[src/design/lprd_pkg.sv]
// Shared types, codes and helper functions of the length-prefixed request deframer.
package lprd_pkg;

	localparam int LEN_W = 26;
	localparam int IDX_W = 25;
	localparam int WORD_W = 32;

	localparam logic [LEN_W-1:0] MAX_LEN_RESET = LEN_W'(4096);
	localparam logic [WORD_W-1:0] NAME_LEN = WORD_W'(3);

	localparam logic [23:0] NAME_GET = 24'h676574;
	localparam logic [23:0] NAME_SET = 24'h736574;
	localparam logic [23:0] NAME_DEL = 24'h64656c;

	localparam int MATCH_GET = 0;
	localparam int MATCH_SET = 1;
	localparam int MATCH_DEL = 2;
	localparam logic [2:0] MATCH_ALL = 3'b111;

	typedef enum logic [1:0] {
		VERDICT_NONE,
		VERDICT_OK,
		VERDICT_TOO_LONG,
		VERDICT_MALFORMED
	} verdict_t;

	typedef enum logic [1:0] {
		CMD_GET,
		CMD_SET,
		CMD_DEL,
		CMD_UNKNOWN
	} command_t;

	typedef struct packed {
		logic             have;
		logic             data_valid;
		logic [7:0]       data_byte;
		logic [IDX_W-1:0] string_index;
		logic             string_last;
		logic             frame_end;
		verdict_t         verdict;
		command_t         command;
	} result_t;

	function automatic logic [7:0] name_byte(input logic [23:0] name, input logic [1:0] pos);
		logic [7:0] sel;
		unique case (pos)
			2'd0: sel = name[23:16];
			2'd1: sel = name[15:8];
			default: sel = name[7:0];
		endcase
		return sel;
	endfunction

	function automatic command_t classify(input logic [LEN_W-1:0] total, input logic [2:0] match);
		command_t cmd;
		priority if (total == LEN_W'(2) && match[MATCH_GET]) begin
			cmd = CMD_GET;
		end else if (total == LEN_W'(3) && match[MATCH_SET]) begin
			cmd = CMD_SET;
		end else if (total == LEN_W'(2) && match[MATCH_DEL]) begin
			cmd = CMD_DEL;
		end else begin
			cmd = CMD_UNKNOWN;
		end
		return cmd;
	endfunction

endpackage

[src/design/length_prefixed_request_deframer.sv]
// Top level of the length-prefixed request deframer: input stage, parser and result register.
// The block takes one stream byte per cycle unless stalled and gives at most one result per
// byte: the byte is held in the input register, then the parser updates its counters and
// forms the result into the output register. A byte is taken while an earlier result still
// waits, so the stream runs at one byte per clock as long as results are drained; a stalled
// result holds the input stage after one byte. The limit register max_message_length resets
// to 4096; the user writes it through the cfg port only while the block is idle, which the
// block does not enforce. A too-long or malformed frame closes the stream until reset.
module length_prefixed_request_deframer (
	input  logic                       clk,
	input  logic                       arst_n,
	input  logic                       cfg_valid,
	output logic                       cfg_ready,
	input  logic [lprd_pkg::LEN_W-1:0] max_message_length,
	input  logic                       in_valid,
	output logic                       in_stall,
	input  logic [7:0]                 stream_byte,
	output logic                       out_valid,
	input  logic                       out_stall,
	output logic                       data_valid,
	output logic [7:0]                 data_byte,
	output logic [lprd_pkg::IDX_W-1:0] string_index,
	output logic                       string_last,
	output logic                       frame_end,
	output logic [1:0]                 verdict,
	output logic [1:0]                 command
);
	import lprd_pkg::*;

	logic [LEN_W-1:0] max_len_q;
	logic             valid_s1;
	logic [7:0]       byte_s1;
	logic             out_valid_q;
	result_t          res_q;
	result_t          res;
	logic             advance;
	logic             step;

	assign cfg_ready = 1'b1;
	assign advance = !out_valid_q || !out_stall;
	assign step = valid_s1 && advance;
	assign in_stall = valid_s1 && !advance;

	always_ff @(posedge clk or negedge arst_n) begin
		if (!arst_n) begin
			max_len_q <= MAX_LEN_RESET;
		end else if (cfg_valid && cfg_ready) begin
			max_len_q <= max_message_length;
		end
	end

	always_ff @(posedge clk or negedge arst_n) begin
		if (!arst_n) begin
			valid_s1 <= 1'b0;
		end else if (in_valid && !in_stall) begin
			valid_s1 <= 1'b1;
		end else if (advance) begin
			valid_s1 <= 1'b0;
		end
	end

	always_ff @(posedge clk) begin
		if (in_valid && !in_stall) begin
			byte_s1 <= stream_byte;
		end
	end

	lprd_parser u_parser (
		.clk     (clk),
		.arst_n  (arst_n),
		.step    (step),
		.byte_in (byte_s1),
		.max_len (max_len_q),
		.res     (res)
	);

	always_ff @(posedge clk or negedge arst_n) begin
		if (!arst_n) begin
			out_valid_q <= 1'b0;
		end else if (step) begin
			out_valid_q <= res.have;
		end else if (!out_stall) begin
			out_valid_q <= 1'b0;
		end
	end

	always_ff @(posedge clk) begin
		if (step) begin
			res_q <= res;
		end
	end

	assign out_valid = out_valid_q;
	assign data_valid = res_q.data_valid;
	assign data_byte = res_q.data_byte;
	assign string_index = res_q.string_index;
	assign string_last = res_q.string_last;
	assign frame_end = res_q.frame_end;
	assign verdict = res_q.verdict;
	assign command = res_q.command;

endmodule

[src/design/lprd_parser.sv]
// Frame parser: parse state registers and the per-byte step logic that forms one result.
module lprd_parser (
	input  logic                      clk,
	input  logic                      arst_n,
	input  logic                      step,
	input  logic [7:0]                byte_in,
	input  logic [lprd_pkg::LEN_W-1:0] max_len,
	output lprd_pkg::result_t         res
);
	import lprd_pkg::*;

	typedef enum logic [2:0] {
		ST_LEN,
		ST_CNT,
		ST_SLEN,
		ST_DATA,
		ST_TRAIL,
		ST_CLOSED
	} stage_t;

	stage_t            stage_q, stage_d;
	logic [1:0]        hcnt_q, hcnt_d;
	logic [23:0]       word_q, word_d;
	logic [LEN_W-1:0]  fbl_q, fbl_d;
	logic [LEN_W-1:0]  sleft_q, sleft_d;
	logic [LEN_W-1:0]  total_q, total_d;
	logic [LEN_W-1:0]  sbl_q, sbl_d;
	logic [IDX_W-1:0]  cur_q, cur_d;
	logic              err_q, err_d;
	logic [2:0]        match_q, match_d;

	logic [WORD_W-1:0] w;
	logic              hdr_done;
	logic              last;
	logic              ok;
	logic [1:0]        pos;
	logic              in_name;

	assign w = {byte_in, word_q};
	assign hdr_done = (hcnt_q == 2'd3);
	assign last = (fbl_q == LEN_W'(1));
	assign pos = 2'd3 - sbl_q[1:0];
	assign in_name = (cur_q == '0) && (sbl_q != '0) && (sbl_q[LEN_W-1:2] == '0);

	always_comb begin
		stage_d = stage_q;
		hcnt_d = hcnt_q;
		word_d = word_q;
		fbl_d = fbl_q;
		sleft_d = sleft_q;
		total_d = total_q;
		sbl_d = sbl_q;
		cur_d = cur_q;
		err_d = err_q;
		match_d = match_q;
		ok = 1'b0;
		res = '0;
		res.verdict = VERDICT_NONE;
		res.command = CMD_GET;

		if (step && stage_q != ST_CLOSED) begin
			if (stage_q == ST_CNT || stage_q == ST_SLEN || stage_q == ST_LEN) begin
				if (hdr_done) begin
					hcnt_d = 2'd0;
					word_d = '0;
				end else begin
					hcnt_d = hcnt_q + 2'd1;
					word_d = word_q | (24'(byte_in) << {hcnt_q, 3'b000});
				end
			end

			if (stage_q == ST_LEN) begin
				if (hdr_done) begin
					if (w == '0) begin
						stage_d = ST_CLOSED;
						res.have = 1'b1;
						res.frame_end = 1'b1;
						res.verdict = VERDICT_MALFORMED;
					end else if (w > WORD_W'(max_len)) begin
						stage_d = ST_CLOSED;
						res.have = 1'b1;
						res.frame_end = 1'b1;
						res.verdict = VERDICT_TOO_LONG;
					end else begin
						fbl_d = w[LEN_W-1:0];
						stage_d = ST_CNT;
						err_d = 1'b0;
						match_d = MATCH_ALL;
						sleft_d = '0;
						total_d = '0;
						cur_d = '0;
						sbl_d = '0;
					end
				end
			end else begin
				fbl_d = fbl_q - LEN_W'(1);
				unique case (stage_q)
					ST_CNT: begin
						if (hdr_done) begin
							if (w > WORD_W'(max_len)) begin
								err_d = 1'b1;
								stage_d = ST_TRAIL;
							end else begin
								sleft_d = w[LEN_W-1:0];
								total_d = w[LEN_W-1:0];
								cur_d = '0;
								stage_d = (w == '0) ? ST_TRAIL : ST_SLEN;
							end
						end
					end
					ST_SLEN: begin
						if (hdr_done) begin
							if (w >= WORD_W'(fbl_q)) begin
								err_d = 1'b1;
								stage_d = ST_TRAIL;
							end else begin
								if (cur_q == '0 && w != NAME_LEN) begin
									match_d = '0;
								end
								if (w == '0) begin
									res.have = 1'b1;
									res.string_index = cur_q;
									res.string_last = 1'b1;
									cur_d = cur_q + IDX_W'(1);
									sleft_d = sleft_q - LEN_W'(1);
									stage_d = (sleft_q == LEN_W'(1)) ? ST_TRAIL : ST_SLEN;
								end else begin
									sbl_d = w[LEN_W-1:0];
									stage_d = ST_DATA;
								end
							end
						end
					end
					ST_DATA: begin
						res.have = 1'b1;
						res.data_valid = 1'b1;
						res.data_byte = byte_in;
						res.string_index = cur_q;
						if (in_name) begin
							if (name_byte(NAME_GET, pos) != byte_in) match_d[MATCH_GET] = 1'b0;
							if (name_byte(NAME_SET, pos) != byte_in) match_d[MATCH_SET] = 1'b0;
							if (name_byte(NAME_DEL, pos) != byte_in) match_d[MATCH_DEL] = 1'b0;
						end
						sbl_d = sbl_q - LEN_W'(1);
						if (sbl_q == LEN_W'(1)) begin
							res.string_last = 1'b1;
							cur_d = cur_q + IDX_W'(1);
							sleft_d = sleft_q - LEN_W'(1);
							stage_d = (sleft_q == LEN_W'(1)) ? ST_TRAIL : ST_SLEN;
						end
					end
					default: begin
						err_d = 1'b1;
					end
				endcase

				if (last) begin
					ok = !err_d && stage_d == ST_TRAIL;
					res.have = 1'b1;
					res.frame_end = 1'b1;
					res.verdict = ok ? VERDICT_OK : VERDICT_MALFORMED;
					res.command = ok ? classify(total_d, match_d) : CMD_GET;
					stage_d = ok ? ST_LEN : ST_CLOSED;
					hcnt_d = 2'd0;
					word_d = '0;
				end
			end
		end
	end

	always_ff @(posedge clk or negedge arst_n) begin
		if (!arst_n) begin
			stage_q <= ST_LEN;
			hcnt_q <= 2'd0;
			word_q <= '0;
			fbl_q <= '0;
			sleft_q <= '0;
			total_q <= '0;
			sbl_q <= '0;
			cur_q <= '0;
			err_q <= 1'b0;
			match_q <= MATCH_ALL;
		end else begin
			stage_q <= stage_d;
			hcnt_q <= hcnt_d;
			word_q <= word_d;
			fbl_q <= fbl_d;
			sleft_q <= sleft_d;
			total_q <= total_d;
			sbl_q <= sbl_d;
			cur_q <= cur_d;
			err_q <= err_d;
			match_q <= match_d;
		end
	end

	a_closed_stays: assert property (@(posedge clk) disable iff (!arst_n)
		stage_q == ST_CLOSED |=> stage_q == ST_CLOSED)
		else $error("Closed stream reopened.");

	a_frame_end_resync: assert property (@(posedge clk) disable iff (!arst_n)
		res.frame_end |=> (stage_q == ST_LEN || stage_q == ST_CLOSED) && hcnt_q == 2'd0)
		else $error("Frame end did not return to the length header.");

	a_too_long_from_len: assert property (@(posedge clk) disable iff (!arst_n)
		res.frame_end && res.verdict == VERDICT_TOO_LONG |-> stage_q == ST_LEN)
		else $error("Too-long verdict outside the frame length header.");

	a_frame_left_nonzero: assert property (@(posedge clk) disable iff (!arst_n)
		(stage_q == ST_CNT || stage_q == ST_SLEN || stage_q == ST_DATA
			|| stage_q == ST_TRAIL) |-> fbl_q != '0)
		else $error("Inside a frame with no frame bytes left.");

	a_data_has_room: assert property (@(posedge clk) disable iff (!arst_n)
		stage_q == ST_DATA |-> sbl_q != '0 && sbl_q <= fbl_q)
		else $error("String data runs past the frame.");

endmodule

[config.mk]
export PLATFORM = sky130hd
export DESIGN_NAME = length_prefixed_request_deframer
export DESIGN_NICKNAME = d
export VERILOG_FILES = /design/src/design/lprd_pkg.sv /design/src/design/length_prefixed_request_deframer.sv /design/src/design/lprd_parser.sv
export SDC_FILE = /design/constraint.sdc
export NUM_CORES = 1
export LEC_CHECK = 0
export ABC_AREA = 0
export BUFFER_PORTS_ARGS = -buffer_cell sky130_fd_sc_hd__buf_2
export CORE_MARGIN = 2
export CORE_UTILIZATION = 51
export DETAILED_ROUTE_END_ITERATION = 10
export GPL_ROUTABILITY_DRIVEN = 0
export GPL_TIMING_DRIVEN = 0
export PLACE_DENSITY = 0.79
export SLEW_MARGIN = 25
export SYNTH_ARGS = -nofsm -noshare
export SYNTH_HDL_FRONTEND = slang
export SYNTH_HIERARCHICAL = 1
export SYNTH_SLANG_ARGS = --single-unit
[constraint.sdc]
create_clock -name clk -period 6.5 [get_ports clk]
set_input_delay 0.325 -clock clk [delete_from_list [all_inputs] [get_ports clk]]
set_output_delay 0.325 -clock clk [all_outputs]
set_load 0.005 [all_outputs]
==> flow_summary.toml <==
[run_status]
outcome = "complete, no violations"

[pwr]
p_per_area_nw_per_um2 = 431
leakage_nw = 6.57
peakVddDrop_uv = 277
p_total_mw = 6.58

[finish]
fin_nets = 1668
area_growth_pct = 14.3
antenna_cells = 0
final_area_sq_um = 15300
drive_gt1_share_pct = 11.1
num-fill-cells = 2196
final_common_cell = "dfrtp_1"
final_cell_mix = "dfrtp_1, nor2_1, a21oi_1, o21ai_0, nand2_1"

[global_route]
grt_max_degree = 82
grt_pass1_wl_um = 64400
antenna_found_initial = 0
overflow = 0
track_usage_pct = 28.7
grt_pass1_vias = 12101

[clock_tree]
clockRootBuffer = "clkbuf_16"
clock-sinks = 238
cts_buffers = 26
clock_path_buffers = 3
cts_setup_buffers = 0
cts_tree = "done"
htree_levels = 1
clk_transition_reported_paths_ns = 0.07
insertion_delay_ns = 0.54

[timing]
finalWorstSetupSlack_ns = 2.30
setup_viol = 0
fin_crit_ns = 4.20
fmax_mhz = 238
fin_worst_skew_ns = 0.0104
rsz0062_at_grt = "no"
relSlewSlack_pct = 31.0
drv_slew = 0
tightest_slew_ns = 1.02
final_hold_viol_count = 0
post-route-period-util_pct = 64.7

[logic_synthesis]
synth_cell_types = 70
ys_warn_count = 6
syn_inst = 1443
syn_avg_cell_area_sq_um = 9.26
async_flop_share_pct = 79.8
ys_ff_latch = 238
syn-cell-area_sq_um = 13400
dominantRegCellSynth = "dfrtp_1"
yosysSeqAreaShare_pct = 46.4
synth_fp_nets = 1547
synth-edff-count = 48

[floorplan]
fp.dieArea_sq_um = 27500
fp.dieW_um = 166
die_y_um = 166
coreArea_sq_um = 25900
initial_core_util_pct = 51.6
rows = 59
ioPinCount = 82

[setup_path]
critical_path.startpoint_type = "flop"
crit_required_ns = 6.94
cp.arrival_ns = 4.65
path_class = "reg2reg"
worstPathMaxFanout = 10
end_kind = "flop"

[placement]
dpl_worst_slack_ns = 2.46
dp_hpwl_um = 27500
io_buffers = 79
place_area_sq_um = 14300

[routing]
drcViolationCount = 0
vias = 12450
postRouteAntennaNets = 0
drt_wl_total_um = 40100
wl_per_cell_um = 20.9
dr.pass1.iters = 6
drtIter0Drc = 1666
viasPerCell = 6.49

[hold_path]
hold_path_class = "in2reg"

[run]
drv_cap = 0
[power by group]
group | total, mW | switching (mW) | internal (mW)
clock network | 1.47 | 0.611 | 0.859
logic | 2.51 | 1.59 | 0.916
registers | 2.60 | 0.685 | 1.91
total | 6.58 | 2.89 | 3.69
[metrics by stage]
stage | utilization (%) | instances | TNS [ns] | hold slack (ns)
after floorplan | - | 1443 | 0 | 0.0294
after global placement | 54.7 | 1857 | -110.30 | 0.463
after detailed placement | 55.3 | 1861 | 0 | 0.253
after CTS | 58.9 | 1919 | 0 | 0.00463
after global routing | 58.9 | 1919 | 0 | 0.00618
final | 58.9 | 1919 | 0 | 0.0184
[worst max-delay path: stages (launching register included)]
cell and delay (ns):
dfrtp_1 0.63, ha_1 0.44, nand4_1 0.19, or3_1 0.36, a21o_1 0.16, a31oi_1 0.47
nor2_1 0.23, o211ai_1 0.35, clkbuf_1 0.42, clkbuf_1 0.56, o21ai_0 0.19, o31ai_1 0.10
[kinds of logic (layout without fill, tap and decap cells)]
| group | after synthesis | count (layout) | share of synthesized area [%] |
|---|---|---|---|
| and+or+nand+nor | 494 | 494 | 18.4 |
| AOI/OAI and AO/OA | 456 | 456 | 20.8 |
| DFF | 238 | 238 | 46.4 |
| buffers and inverters | 150 | 291 | 4.61 |
| adders and majority gates | 65 | 65 | 6.09 |
| muxes | 35 | 35 | 3.44 |
| xor gates and xnor gates | 4 | 4 | 0.262 |
| other | 1 | 1 | 0.0281 |
[synthesized netlist by cell type, drive strengths merged, types with 8 or more instances]
library cell	n	area share (%)
edfxtp	48	11
a22oi	38	2.1
and2	42	2.0
or3	12	0.56
mux2i	8	0.60
o21ai	145	5.4
nand3	31	1.2
nand4	26	1.2
mux2	27	2.8
o211ai	8	0.45
a32oi	10	0.66
clkbuf	64	1.8
nand2	87	2.4
and3	19	0.89
inv	73	2.1
o22ai	15	0.70
nor2	142	4.0
nor3	59	2.2
a21oi	137	5.1
a22o	29	1.9
nand2b	8	0.37
a31oi	18	0.84
dfrtp	186	35
o22a	8	0.52
buf	13	0.76
ha	65	6.1
nor4	45	2.2
[layer usage]
layer | global-route usage, % | vias to the layer above | part of all wire [%]
met1 | 37.1 | 5895 | 38
met5 | 0 | - | 0
met2 | 45.7 | 755 | 45
met3 | 5.58 | 198 | 10
li1 | - | 5602 | -
met4 | 15.7 | 0 | 6.5
[final cells by class]
cell class                 count  area (sq um)  share of cell area [%]
sequential                   238          6200                    40.6
inverter                      73           274                    1.79
buffer                        77           342                    2.24
clock buffer                  33           718                    4.70
tap                          335           419                    2.74
clock inverter                15           133                   0.868
multi-input combinational   1055          6580                    43.1
timing repair buffer          93           603                    3.95
[registers in the layout (all words and copies together), names as in the netlist, 3 cells and up]
| register | count |
|---|---|
| max_len_q | 26 |
| u_parser/fbl_q | 26 |
| u_parser/sbl_q | 26 |
| u_parser/sleft_q | 26 |
| u_parser/total_q | 26 |
| string_index | 25 |
| u_parser/cur_q | 25 |
| u_parser/word_q | 24 |
| byte_s1 | 8 |
| data_byte | 8 |
| u_parser/match_q | 3 |
| u_parser/stage_q | 3 |
[repair_timing]
| item | CTS | global route |
|---|---|---|
| gates resized for setup | 0 | 0 |
| hold buffers | 10 | 0 |
| endpoints found under the hold margin | 54 | 0 |
[path summary, 6_finish.rpt]
kind | start | end | slack (ns) | cells past startpoint
max | u_parser/word_q[15] | u_parser/sleft_q[2] | 2.30 | 11
min | max_message_length[2] | max_len_q[2] | 0.02 | 2
max reg2reg | u_parser/word_q[15] | u_parser/sleft_q[2] | 2.30 | 11
min reg2reg | u_parser/total_q[19] | u_parser/total_q[19] | 0.50 | 1
max in group asynchronous | arst_n | u_parser/sbl_q[8] | 5.49 | 3
min in group asynchronous | arst_n | u_parser/fbl_q[11] | 0.27 | 2
(Power assumes the default switching activity.)
